==> src/design/qs_pkg.sv <==
// ----------------------------------------------------------------------------
// qs_pkg
// Types and constants shared by the quicksort sorter modules.
// ----------------------------------------------------------------------------
package qs_pkg;

    localparam int DEFAULT_MAX_ITEMS = 64;
    localparam int VALUE_W           = 32;

    typedef enum logic [3:0] {
        ST_LOAD,
        ST_SORT_INIT,
        ST_POP,
        ST_POP_WAIT,
        ST_PIVOT,
        ST_SCAN,
        ST_SWAP_RD,
        ST_SWAP_WR,
        ST_FINAL,
        ST_FIN_RD,
        ST_FIN_WR,
        ST_PUSH_HI,
        ST_EMIT_RD,
        ST_EMIT_LD
    } state_t;

    typedef struct packed {
        logic push;
        logic pop;
    } stk_ctrl_t;

endpackage

==> src/design/quicksort_sorter.sv <==
// Load: words load at one per cycle; the sort starts the cycle after the tlast word.
// Each partition of a range is bound by the single read and write port of the value
// store; results then leave through ST_EMIT_RD and ST_EMIT_LD, stalling on m_tready.
// Throughput: one set at a time; s_tready stays low until the last result is loaded.
// Reset: aresetn (synchronous, active low) empties the store, stack and output register.
// ----------------------------------------------------------------------------
// quicksort_sorter
// Collects a set of signed words, sorts them in place by Lomuto quicksort with
// an explicit range stack, then streams them out in ascending order.
// ----------------------------------------------------------------------------
module quicksort_sorter #(
    parameter int MAX_ITEMS = qs_pkg::DEFAULT_MAX_ITEMS
) (
    input  logic                               aclk,
    input  logic                               aresetn,
    input  logic                               s_tvalid,
    output logic                               s_tready,
    input  logic signed [qs_pkg::VALUE_W-1:0]  s_tdata,   // [31:0] value
    input  logic                               s_tlast,
    output logic                               m_tvalid,
    input  logic                               m_tready,
    output logic signed [qs_pkg::VALUE_W-1:0]  m_tdata,   // [31:0] sorted_value
    output logic                               m_tlast,
    output logic [0:0]                         m_tuser    // [0] overflow
);

    localparam int VW    = qs_pkg::VALUE_W;
    localparam int IDX_W = $clog2(MAX_ITEMS);
    localparam int CNT_W = $clog2(MAX_ITEMS + 1);

    qs_pkg::state_t state_reg, state_next;

    logic [CNT_W-1:0]     cnt_reg, cnt_next;
    logic                 ovf_reg, ovf_next;
    logic [IDX_W-1:0]     lo_reg, lo_next;
    logic [IDX_W-1:0]     hi_reg, hi_next;
    logic [IDX_W-1:0]     p_reg, p_next;
    logic [IDX_W-1:0]     t_reg, t_next;
    logic [IDX_W-1:0]     k_reg, k_next;
    logic signed [VW-1:0] pv_reg, pv_next;
    logic [VW-1:0]        vt_reg, vt_next;
    logic signed [VW-1:0] out_data_reg, out_data_next;
    logic                 out_valid_reg, out_valid_next;
    logic                 out_last_reg, out_last_next;
    logic                 out_ovf_reg, out_ovf_next;

    logic [VW-1:0]        store_mem [MAX_ITEMS];
    logic [VW-1:0]        rdata_reg;
    logic [IDX_W-1:0]     rd_addr;
    logic [IDX_W-1:0]     wr_addr;
    logic [VW-1:0]        wr_data;
    logic                 wr_en;

    qs_pkg::stk_ctrl_t    stk_ctrl;
    logic [IDX_W-1:0]     push_lo, push_hi, pop_lo, pop_hi;
    logic                 stk_empty;

    logic                 s_acc;
    logic                 store_full;
    logic                 value_lt;
    logic                 t_at_hi;
    logic                 emit_free;
    logic                 emit_last;
    logic                 multi;
    logic [CNT_W-1:0]     cnt_dec;
    logic [IDX_W-1:0]     cnt_m1;
    logic [IDX_W:0]       lo_inc, p_ext, p_inc, hi_ext;
    logic                 push_low_side, push_high_side;

    qs_range_stack #(
        .DEPTH (MAX_ITEMS),
        .IDX_W (IDX_W)
    ) u_stack (
        .aclk    (aclk),
        .aresetn (aresetn),
        .ctrl    (stk_ctrl),
        .push_lo (push_lo),
        .push_hi (push_hi),
        .pop_lo  (pop_lo),
        .pop_hi  (pop_hi),
        .empty   (stk_empty)
    );

    assign s_tready   = (state_reg == qs_pkg::ST_LOAD);
    assign s_acc      = s_tvalid && s_tready;
    assign store_full = (cnt_reg == CNT_W'(MAX_ITEMS));
    assign value_lt   = $signed(rdata_reg) < pv_reg;
    assign t_at_hi    = (t_reg == hi_reg);
    assign emit_free  = !out_valid_reg || m_tready;
    assign cnt_dec    = cnt_reg - CNT_W'(1);
    assign cnt_m1     = cnt_dec[IDX_W-1:0];
    assign emit_last  = (k_reg == cnt_m1);
    assign multi      = (cnt_reg > CNT_W'(1));
    assign lo_inc     = {1'b0, lo_reg} + (IDX_W+1)'(1);
    assign p_ext      = {1'b0, p_reg};
    assign p_inc      = p_ext + (IDX_W+1)'(1);
    assign hi_ext     = {1'b0, hi_reg};
    assign push_low_side  = (p_ext > lo_inc);
    assign push_high_side = (p_inc < hi_ext);

    assign m_tvalid   = out_valid_reg;
    assign m_tdata    = out_data_reg;
    assign m_tlast    = out_last_reg;
    assign m_tuser    = out_ovf_reg;

    // next state
    always_comb begin
        state_next = state_reg;
        case (state_reg)
            qs_pkg::ST_LOAD: begin
                if (s_acc && s_tlast) state_next = qs_pkg::ST_SORT_INIT;
            end
            qs_pkg::ST_SORT_INIT: begin
                state_next = multi ? qs_pkg::ST_POP : qs_pkg::ST_EMIT_RD;
            end
            qs_pkg::ST_POP: begin
                state_next = stk_empty ? qs_pkg::ST_EMIT_RD : qs_pkg::ST_POP_WAIT;
            end
            qs_pkg::ST_POP_WAIT: state_next = qs_pkg::ST_PIVOT;
            qs_pkg::ST_PIVOT:    state_next = qs_pkg::ST_SCAN;
            qs_pkg::ST_SCAN: begin
                if (value_lt)     state_next = qs_pkg::ST_SWAP_RD;
                else if (t_at_hi) state_next = qs_pkg::ST_FINAL;
            end
            qs_pkg::ST_SWAP_RD: state_next = qs_pkg::ST_SWAP_WR;
            qs_pkg::ST_SWAP_WR: begin
                state_next = t_at_hi ? qs_pkg::ST_FINAL : qs_pkg::ST_SCAN;
            end
            qs_pkg::ST_FINAL:   state_next = qs_pkg::ST_FIN_RD;
            qs_pkg::ST_FIN_RD:  state_next = qs_pkg::ST_FIN_WR;
            qs_pkg::ST_FIN_WR:  state_next = qs_pkg::ST_PUSH_HI;
            qs_pkg::ST_PUSH_HI: state_next = qs_pkg::ST_POP;
            qs_pkg::ST_EMIT_RD: begin
                if (emit_free) state_next = qs_pkg::ST_EMIT_LD;
            end
            qs_pkg::ST_EMIT_LD: begin
                state_next = emit_last ? qs_pkg::ST_LOAD : qs_pkg::ST_EMIT_RD;
            end
            default: state_next = qs_pkg::ST_LOAD;
        endcase
    end

    // datapath and memory control
    always_comb begin
        cnt_next       = cnt_reg;
        ovf_next       = ovf_reg;
        lo_next        = lo_reg;
        hi_next        = hi_reg;
        p_next         = p_reg;
        t_next         = t_reg;
        k_next         = k_reg;
        pv_next        = pv_reg;
        vt_next        = vt_reg;
        out_data_next  = out_data_reg;
        out_valid_next = out_valid_reg && !m_tready;
        out_last_next  = out_last_reg;
        out_ovf_next   = out_ovf_reg;
        rd_addr        = t_reg;
        wr_en          = 1'b0;
        wr_addr        = t_reg;
        wr_data        = rdata_reg;
        stk_ctrl       = '0;
        push_lo        = lo_reg;
        push_hi        = hi_reg;
        case (state_reg)
            qs_pkg::ST_LOAD: begin
                if (s_acc) begin
                    if (!store_full) begin
                        wr_en    = 1'b1;
                        wr_addr  = cnt_reg[IDX_W-1:0];
                        wr_data  = s_tdata;
                        cnt_next = cnt_reg + CNT_W'(1);
                    end else begin
                        ovf_next = 1'b1;
                    end
                end
            end
            qs_pkg::ST_SORT_INIT: begin
                k_next = '0;
                if (multi) begin
                    stk_ctrl.push = 1'b1;
                    push_lo       = '0;
                    push_hi       = cnt_m1;
                end
            end
            qs_pkg::ST_POP: begin
                k_next       = '0;
                stk_ctrl.pop = !stk_empty;
            end
            qs_pkg::ST_POP_WAIT: begin
                lo_next = pop_lo;
                hi_next = pop_hi;
                rd_addr = pop_lo;
            end
            qs_pkg::ST_PIVOT: begin
                pv_next = $signed(rdata_reg);
                p_next  = lo_reg;
                t_next  = lo_inc[IDX_W-1:0];
                rd_addr = lo_inc[IDX_W-1:0];
            end
            qs_pkg::ST_SCAN: begin
                if (value_lt) begin
                    vt_next = rdata_reg;
                    p_next  = p_inc[IDX_W-1:0];
                    rd_addr = p_inc[IDX_W-1:0];
                end else if (!t_at_hi) begin
                    t_next  = t_reg + IDX_W'(1);
                    rd_addr = t_reg + IDX_W'(1);
                end
            end
            qs_pkg::ST_SWAP_RD: begin
                wr_en   = 1'b1;
                wr_addr = t_reg;
                wr_data = rdata_reg;
            end
            qs_pkg::ST_SWAP_WR: begin
                wr_en   = 1'b1;
                wr_addr = p_reg;
                wr_data = vt_reg;
                if (!t_at_hi) begin
                    t_next  = t_reg + IDX_W'(1);
                    rd_addr = t_reg + IDX_W'(1);
                end
            end
            qs_pkg::ST_FINAL: begin
                rd_addr = p_reg;
            end
            qs_pkg::ST_FIN_RD: begin
                wr_en   = 1'b1;
                wr_addr = lo_reg;
                wr_data = rdata_reg;
            end
            qs_pkg::ST_FIN_WR: begin
                wr_en   = 1'b1;
                wr_addr = p_reg;
                wr_data = pv_reg;
                if (push_low_side) begin
                    stk_ctrl.push = 1'b1;
                    push_lo       = lo_reg;
                    push_hi       = p_reg - IDX_W'(1);
                end
            end
            qs_pkg::ST_PUSH_HI: begin
                if (push_high_side) begin
                    stk_ctrl.push = 1'b1;
                    push_lo       = p_inc[IDX_W-1:0];
                    push_hi       = hi_reg;
                end
            end
            qs_pkg::ST_EMIT_RD: begin
                rd_addr = k_reg;
            end
            qs_pkg::ST_EMIT_LD: begin
                out_data_next  = $signed(rdata_reg);
                out_valid_next = 1'b1;
                out_last_next  = emit_last;
                out_ovf_next   = ovf_reg;
                if (emit_last) begin
                    cnt_next = '0;
                    ovf_next = 1'b0;
                end else begin
                    k_next = k_reg + IDX_W'(1);
                end
            end
            default: begin
                cnt_next = '0;
            end
        endcase
    end

    // value store: one write port, one registered read port
    always_ff @(posedge aclk) begin
        if (wr_en) begin
            store_mem[wr_addr] <= wr_data;
        end
        rdata_reg <= store_mem[rd_addr];
    end

    always_ff @(posedge aclk) begin
        if (!aresetn) begin
            state_reg     <= qs_pkg::ST_LOAD;
            cnt_reg       <= '0;
            ovf_reg       <= 1'b0;
            out_valid_reg <= 1'b0;
        end else begin
            state_reg     <= state_next;
            cnt_reg       <= cnt_next;
            ovf_reg       <= ovf_next;
            out_valid_reg <= out_valid_next;
        end
    end

    always_ff @(posedge aclk) begin
        lo_reg       <= lo_next;
        hi_reg       <= hi_next;
        p_reg        <= p_next;
        t_reg        <= t_next;
        k_reg        <= k_next;
        pv_reg       <= pv_next;
        vt_reg       <= vt_next;
        out_data_reg <= out_data_next;
        out_last_reg <= out_last_next;
        out_ovf_reg  <= out_ovf_next;
    end

endmodule

==> src/design/qs_range_stack.sv <==
// ----------------------------------------------------------------------------
// qs_range_stack
// Stack of pending subranges {lo, hi} held in a synchronous memory.
// Pop data is registered and appears in the cycle after the pop request.
// ----------------------------------------------------------------------------
module qs_range_stack #(
    parameter int DEPTH = qs_pkg::DEFAULT_MAX_ITEMS,
    parameter int IDX_W = $clog2(qs_pkg::DEFAULT_MAX_ITEMS)
) (
    input  logic               aclk,
    input  logic               aresetn,
    input  qs_pkg::stk_ctrl_t  ctrl,
    input  logic [IDX_W-1:0]   push_lo,
    input  logic [IDX_W-1:0]   push_hi,
    output logic [IDX_W-1:0]   pop_lo,
    output logic [IDX_W-1:0]   pop_hi,
    output logic               empty
);

    localparam int AW   = $clog2(DEPTH);
    localparam int SP_W = $clog2(DEPTH + 1);
    localparam int EW   = 2 * IDX_W;

    logic [EW-1:0]   stack_mem [DEPTH];
    logic [EW-1:0]   rd_data_reg;
    logic [SP_W-1:0] sp_reg;
    logic [SP_W-1:0] sp_next;
    logic [SP_W-1:0] sp_dec;
    logic            can_push;

    assign sp_dec   = sp_reg - SP_W'(1);
    assign can_push = sp_reg < SP_W'(DEPTH);
    assign empty    = (sp_reg == '0);
    assign pop_lo   = rd_data_reg[EW-1:IDX_W];
    assign pop_hi   = rd_data_reg[IDX_W-1:0];

    always_comb begin
        sp_next = sp_reg;
        if (ctrl.push && can_push) begin
            sp_next = sp_reg + SP_W'(1);
        end else if (ctrl.pop && !empty) begin
            sp_next = sp_dec;
        end
    end

    always_ff @(posedge aclk) begin
        if (!aresetn) begin
            sp_reg <= '0;
        end else begin
            sp_reg <= sp_next;
        end
    end

    always_ff @(posedge aclk) begin
        if (ctrl.push && can_push) begin
            stack_mem[sp_reg[AW-1:0]] <= {push_lo, push_hi};
        end
        if (ctrl.pop) begin
            rd_data_reg <= stack_mem[sp_dec[AW-1:0]];
        end
    end

endmodule

==> config.mk <==
export PLATFORM = sky130hd
export DESIGN_NAME = quicksort_sorter
export DESIGN_NICKNAME = d
export VERILOG_FILES = /design/src/design/qs_pkg.sv /design/src/design/quicksort_sorter.sv /design/src/design/qs_range_stack.sv
export SDC_FILE = /design/constraint.sdc
export NUM_CORES = 2
export LEC_CHECK = 0
export BUFFER_PORTS_ARGS = -buffer_cell sky130_fd_sc_hd__buf_2
export CORE_ASPECT_RATIO = 1.5
export CORE_MARGIN = 5
export CORE_UTILIZATION = 55
export DETAILED_ROUTE_END_ITERATION = 8
export HOLD_SLACK_MARGIN = 0.12
export PLACE_DENSITY = 0.78
export REMOVE_ABC_BUFFERS = 1
export SLEW_MARGIN = 10
export SYNTH_ARGS = -nofsm -noshare
export SYNTH_HDL_FRONTEND = slang
export SYNTH_HIERARCHICAL = 1
export SYNTH_SLANG_ARGS = --single-unit
==> constraint.sdc <==
create_clock -name aclk -period 8.12 [get_ports aclk]
set_clock_uncertainty 0.2 [all_clocks]
set_input_delay 1.624 -clock aclk [delete_from_list [all_inputs] [get_ports aclk]]
set_output_delay 1.624 -clock aclk [all_outputs]
set_load 0.005 [all_outputs]
==> results.py <==
metrics = {
    "outcome": {
        "status": "finished, violations left",
        "violations": "DRC, capacitance limit, slew limit",
    },
    "global_route": {
        "gr-usage-all-layers": 0.288,
        "grt_first_pass_wirelength_um": 472000,
        "grt_pass1_vias": 69001,
        "grt_overflow": 0,
        "grt_max_degree": 167,
        "antenna_found_initial": 30,
    },
    "timing": {
        "fin_ws_ns": 0.733,
        "fmax_mhz": 135,
        "drv_slew": 2,
        "rsz0062_at_grt": "no",
        "fin_crit_ns": 7.39,
        "finalSetupViolCount": 0,
        "slew_headroom": -0.0267,
        "finalHoldViolations": 0,
        "worstMarginPinSlew_ns": 1.52,
        "fin_crit_sh": 0.910,
    },
    "clock_tree": {
        "cts-resized-gates": 0,
        "cts_tree": "yes",
        "htree_levels": 5,
        "cts_hold_buffers": 0,
        "clock_sinks": 3008,
        "clk_pin_slew_ns": 0.07,
        "clock-root-buffer": "clkbuf_16",
        "clk_latency_ns": 0.86,
        "cts_setup_buffers": 0,
        "clockBufferDepth": 4,
        "cts_buffers": 273,
    },
    "drt": {
        "via_per_inst": 6.58,
        "drc_errors": 1,
        "drt_first_iter_violations": 10082,
        "drt-total-wl_um": 332000,
        "wl_per_cell_um": 31.3,
        "ant_nets": 0,
        "firstDrtPassIters": 9,
        "dr_total_vias": 69773,
    },
    "cells_and_area": {
        "layout.nets": 7608,
        "multi_input_area_mm2": 0.0273,
        "fillCellCount": 14454,
        "layout-drive-gt1-share": 0.137,
        "final_common_cell": "edfxtp_1",
        "syn_to_final_growth_pct": 11.8,
        "final_cell_mix": "2956 x edfxtp_1, 1128 x nand2_1, 660 x mux2i_1",
        "ff_latch_area_mm2": 0.0898,
        "largest_reg_flops": 2048,
        "stdcell_count": 10609,
        "regMostFlops": "store_mem",
    },
    "setup_path": {
        "critPathKind": "reg -> reg",
        "r2r-start": "rdata_reg[1]",
        "crit_fanout": 43,
        "cp_slowest_cell": "o21ai_1",
        "slowest_delay_ns": 0.96,
        "path_cells": "ha_1 -> a2111oi_0 -> nand3b_1 -> a41o_1 -> mux2i_1 -> a311oi_1 -> nor2_4 -> or3_4 -> buf_12 -> o22ai_1 -> o21ai_1 -> nand4_1 -> buf_4 -> or4_1",
        "crit_start": "rdata_reg[1]",
        "end_kind": "flip-flop",
        "critPathLaunchType": "flip-flop",
        "required_ns": 8.60,
        "critPathArrivalTime_ns": 7.87,
    },
    "floorplan": {
        "initial_utilization": 0.553,
        "die_y_um": 578,
        "core_mm2": 0.214,
        "rows": 208,
        "die_area_mm2": 0.225,
        "io_pins": 73,
        "die_w_um": 389,
    },
    "pwr": {
        "power_mw": 52.7,
        "p_leak_nw": 44.4,
        "irDropWorstVdd_v": 0.000575,
        "p_int_mw": 32.4,
        "pwr-share-comb": 0.373,
        "seqPwrFrac": 0.386,
        "power_density_mw_per_mm2": 398,
        "power_switching_mw": 20.3,
        "switching_share": 0.385,
        "clkPwrFrac": 0.241,
    },
    "yosys": {
        "syn_area_mm2": 0.118,
        "synthCells": 7333,
        "yosys.cell_types.count": 81,
        "synth_seq_cells": 3008,
        "avgSynthCellArea_um2": 16.2,
        "synthMuxAreaShare": 0.0893,
        "synth_xor_area_frac": 0.00422,
        "synth_compound_area_frac": 0.0520,
        "synth-edff-count": 2956,
        "synth_top_family_by_area": "multiplexers",
        "synthAdderAreaFrac": 0.00570,
        "synth_warnings": 6,
        "synth_ff_type": "edfxtp_1",
        "synthSimpleGateAreaFrac": 0.0710,
        "yosysSeqAreaShare": 0.758,
        "synthArstFlopShare": 0,
    },
    "placed_design": {
        "dpl.hpwl_um": 201000,
        "gp_routability_congestion": 0.934,
        "place_ws_ns": 1.11,
        "place_inst": 10075,
        "portBuffers": 72,
    },
    "min_path": {
        "hp-start": "u_stack/rd_data_reg[4]",
        "hold_class": "reg -> reg",
    },
    "flow_run": {
        "maxCapViolCount": 1,
    },
}
==> synthesized netlist by cell type, drive strengths merged, types with 11 or more instances <==
| library cell | n | area [um^2] |
|---|---|---|
| a2111oi | 11 | 96.3 |
| a211oi | 12 | 90.1 |
| a21boi | 12 | 90.1 |
| a21oi | 139 | 707 |
| a221oi | 15 | 131 |
| a222oi | 33 | 330 |
| a311o | 11 | 110 |
| a31oi | 24 | 150 |
| a32o | 35 | 350 |
| a32oi | 65 | 569 |
| a41oi | 11 | 96.3 |
| and2 | 15 | 93.8 |
| buf | 264 | 1410 |
| clkbuf | 167 | 627 |
| dfxtp | 52 | 1040 |
| edfxtp | 2956 | 88800 |
| ha | 54 | 676 |
| inv | 70 | 263 |
| mux2i | 664 | 6650 |
| mux4 | 174 | 3920 |
| nand2 | 1160 | 4350 |
| nand2b | 17 | 106 |
| nand3 | 367 | 1840 |
| nand4 | 72 | 450 |
| nor2 | 193 | 732 |
| nor2b | 15 | 93.8 |
| nor3 | 46 | 235 |
| o2111ai | 27 | 236 |
| o211ai | 12 | 90.1 |
| o21ai | 196 | 985 |
| o22ai | 267 | 1670 |
| or3 | 11 | 68.8 |
| or4 | 22 | 165 |
| xnor2 | 26 | 254 |
| xor2 | 28 | 245 |
==> path summary, 6_finish.rpt <==
path                        end  slack [ns]  cells after the start
hold reg to reg       hi_reg[4]        0.22                      0
setup reg to reg  rdata_reg[14]        0.73                     14
hold / removal        hi_reg[4]        0.22                      0
setup / recovery  rdata_reg[14]        0.73                     14
==> area by class of cell <==
| cell class | count | share of cell area |
|---|---|---|
| clock buffer | 329 | 0.0542 |
| sequential | 3008 | 0.678 |
| inverter | 70 | 0.00199 |
| clock inverter | 153 | 0.0115 |
| tap | 2835 | 0.0268 |
| multi-input combinational | 3824 | 0.206 |
| antenna | 50 | 0.000945 |
| timing repair buffer | 340 | 0.0196 |
==> metrics by stage <==
stage	TNS [ns]	hold WS, ns	util	area [um^2]
5_1_grt	0	0.229	0.618	132000
2_1_floorplan	-1839.93	0.200	-	116000
3_3_place_gp	-0.463	0.205	0.576	123000
6_report	0	0.221	0.618	132000
4_1_cts	0	0.220	0.617	132000
3_5_place_dp	0	0.205	0.577	123000
==> layer usage <==
| layer | vias up | track usage | share of wire |
|---|---|---|---|
| met4 | 10 | 0.243 | 0.10 |
| met3 | 1187 | 0.0563 | 0.10 |
| met1 | 34838 | 0.328 | 0.31 |
| met5 | - | 0 | 0.00020 |
| li1 | 28930 | - | - |
| met2 | 4808 | 0.470 | 0.48 |
==> kinds of logic (layout without fill, tap and decap cells) <==
logic type | after synthesis | after routing
xor+xnor | 54 | 54
other cells | 0 | 50
fa+ha+maj | 54 | 54
flops | 3008 | 3008
buf+inv | 501 | 892
compound gates | 923 | 923
mux | 839 | 839
simple gates | 1954 | 1954
==> worst max-delay path, delay by kind of cell, from the launching register on <==
kind            cells  cell delay, ns
simple gates        5            2.21
buf+inv             2            0.54
compound gates      5            2.14
fa+ha+maj           1            0.35
flops               1            0.70
mux                 1            0.95
==> power by group through the flow <==
stage,Combinational [mW],Clock [mW],Sequential [mW]
floorplan,10.8,0,20.6
global placement,18.4,0,20.6
detailed placement,18.9,0,20.7
CTS,19.0,12.8,20.3
global route,20.2,13.5,20.4
finish,19.6,12.7,20.3
Note: power is estimated with default switching activity, not from simulation.
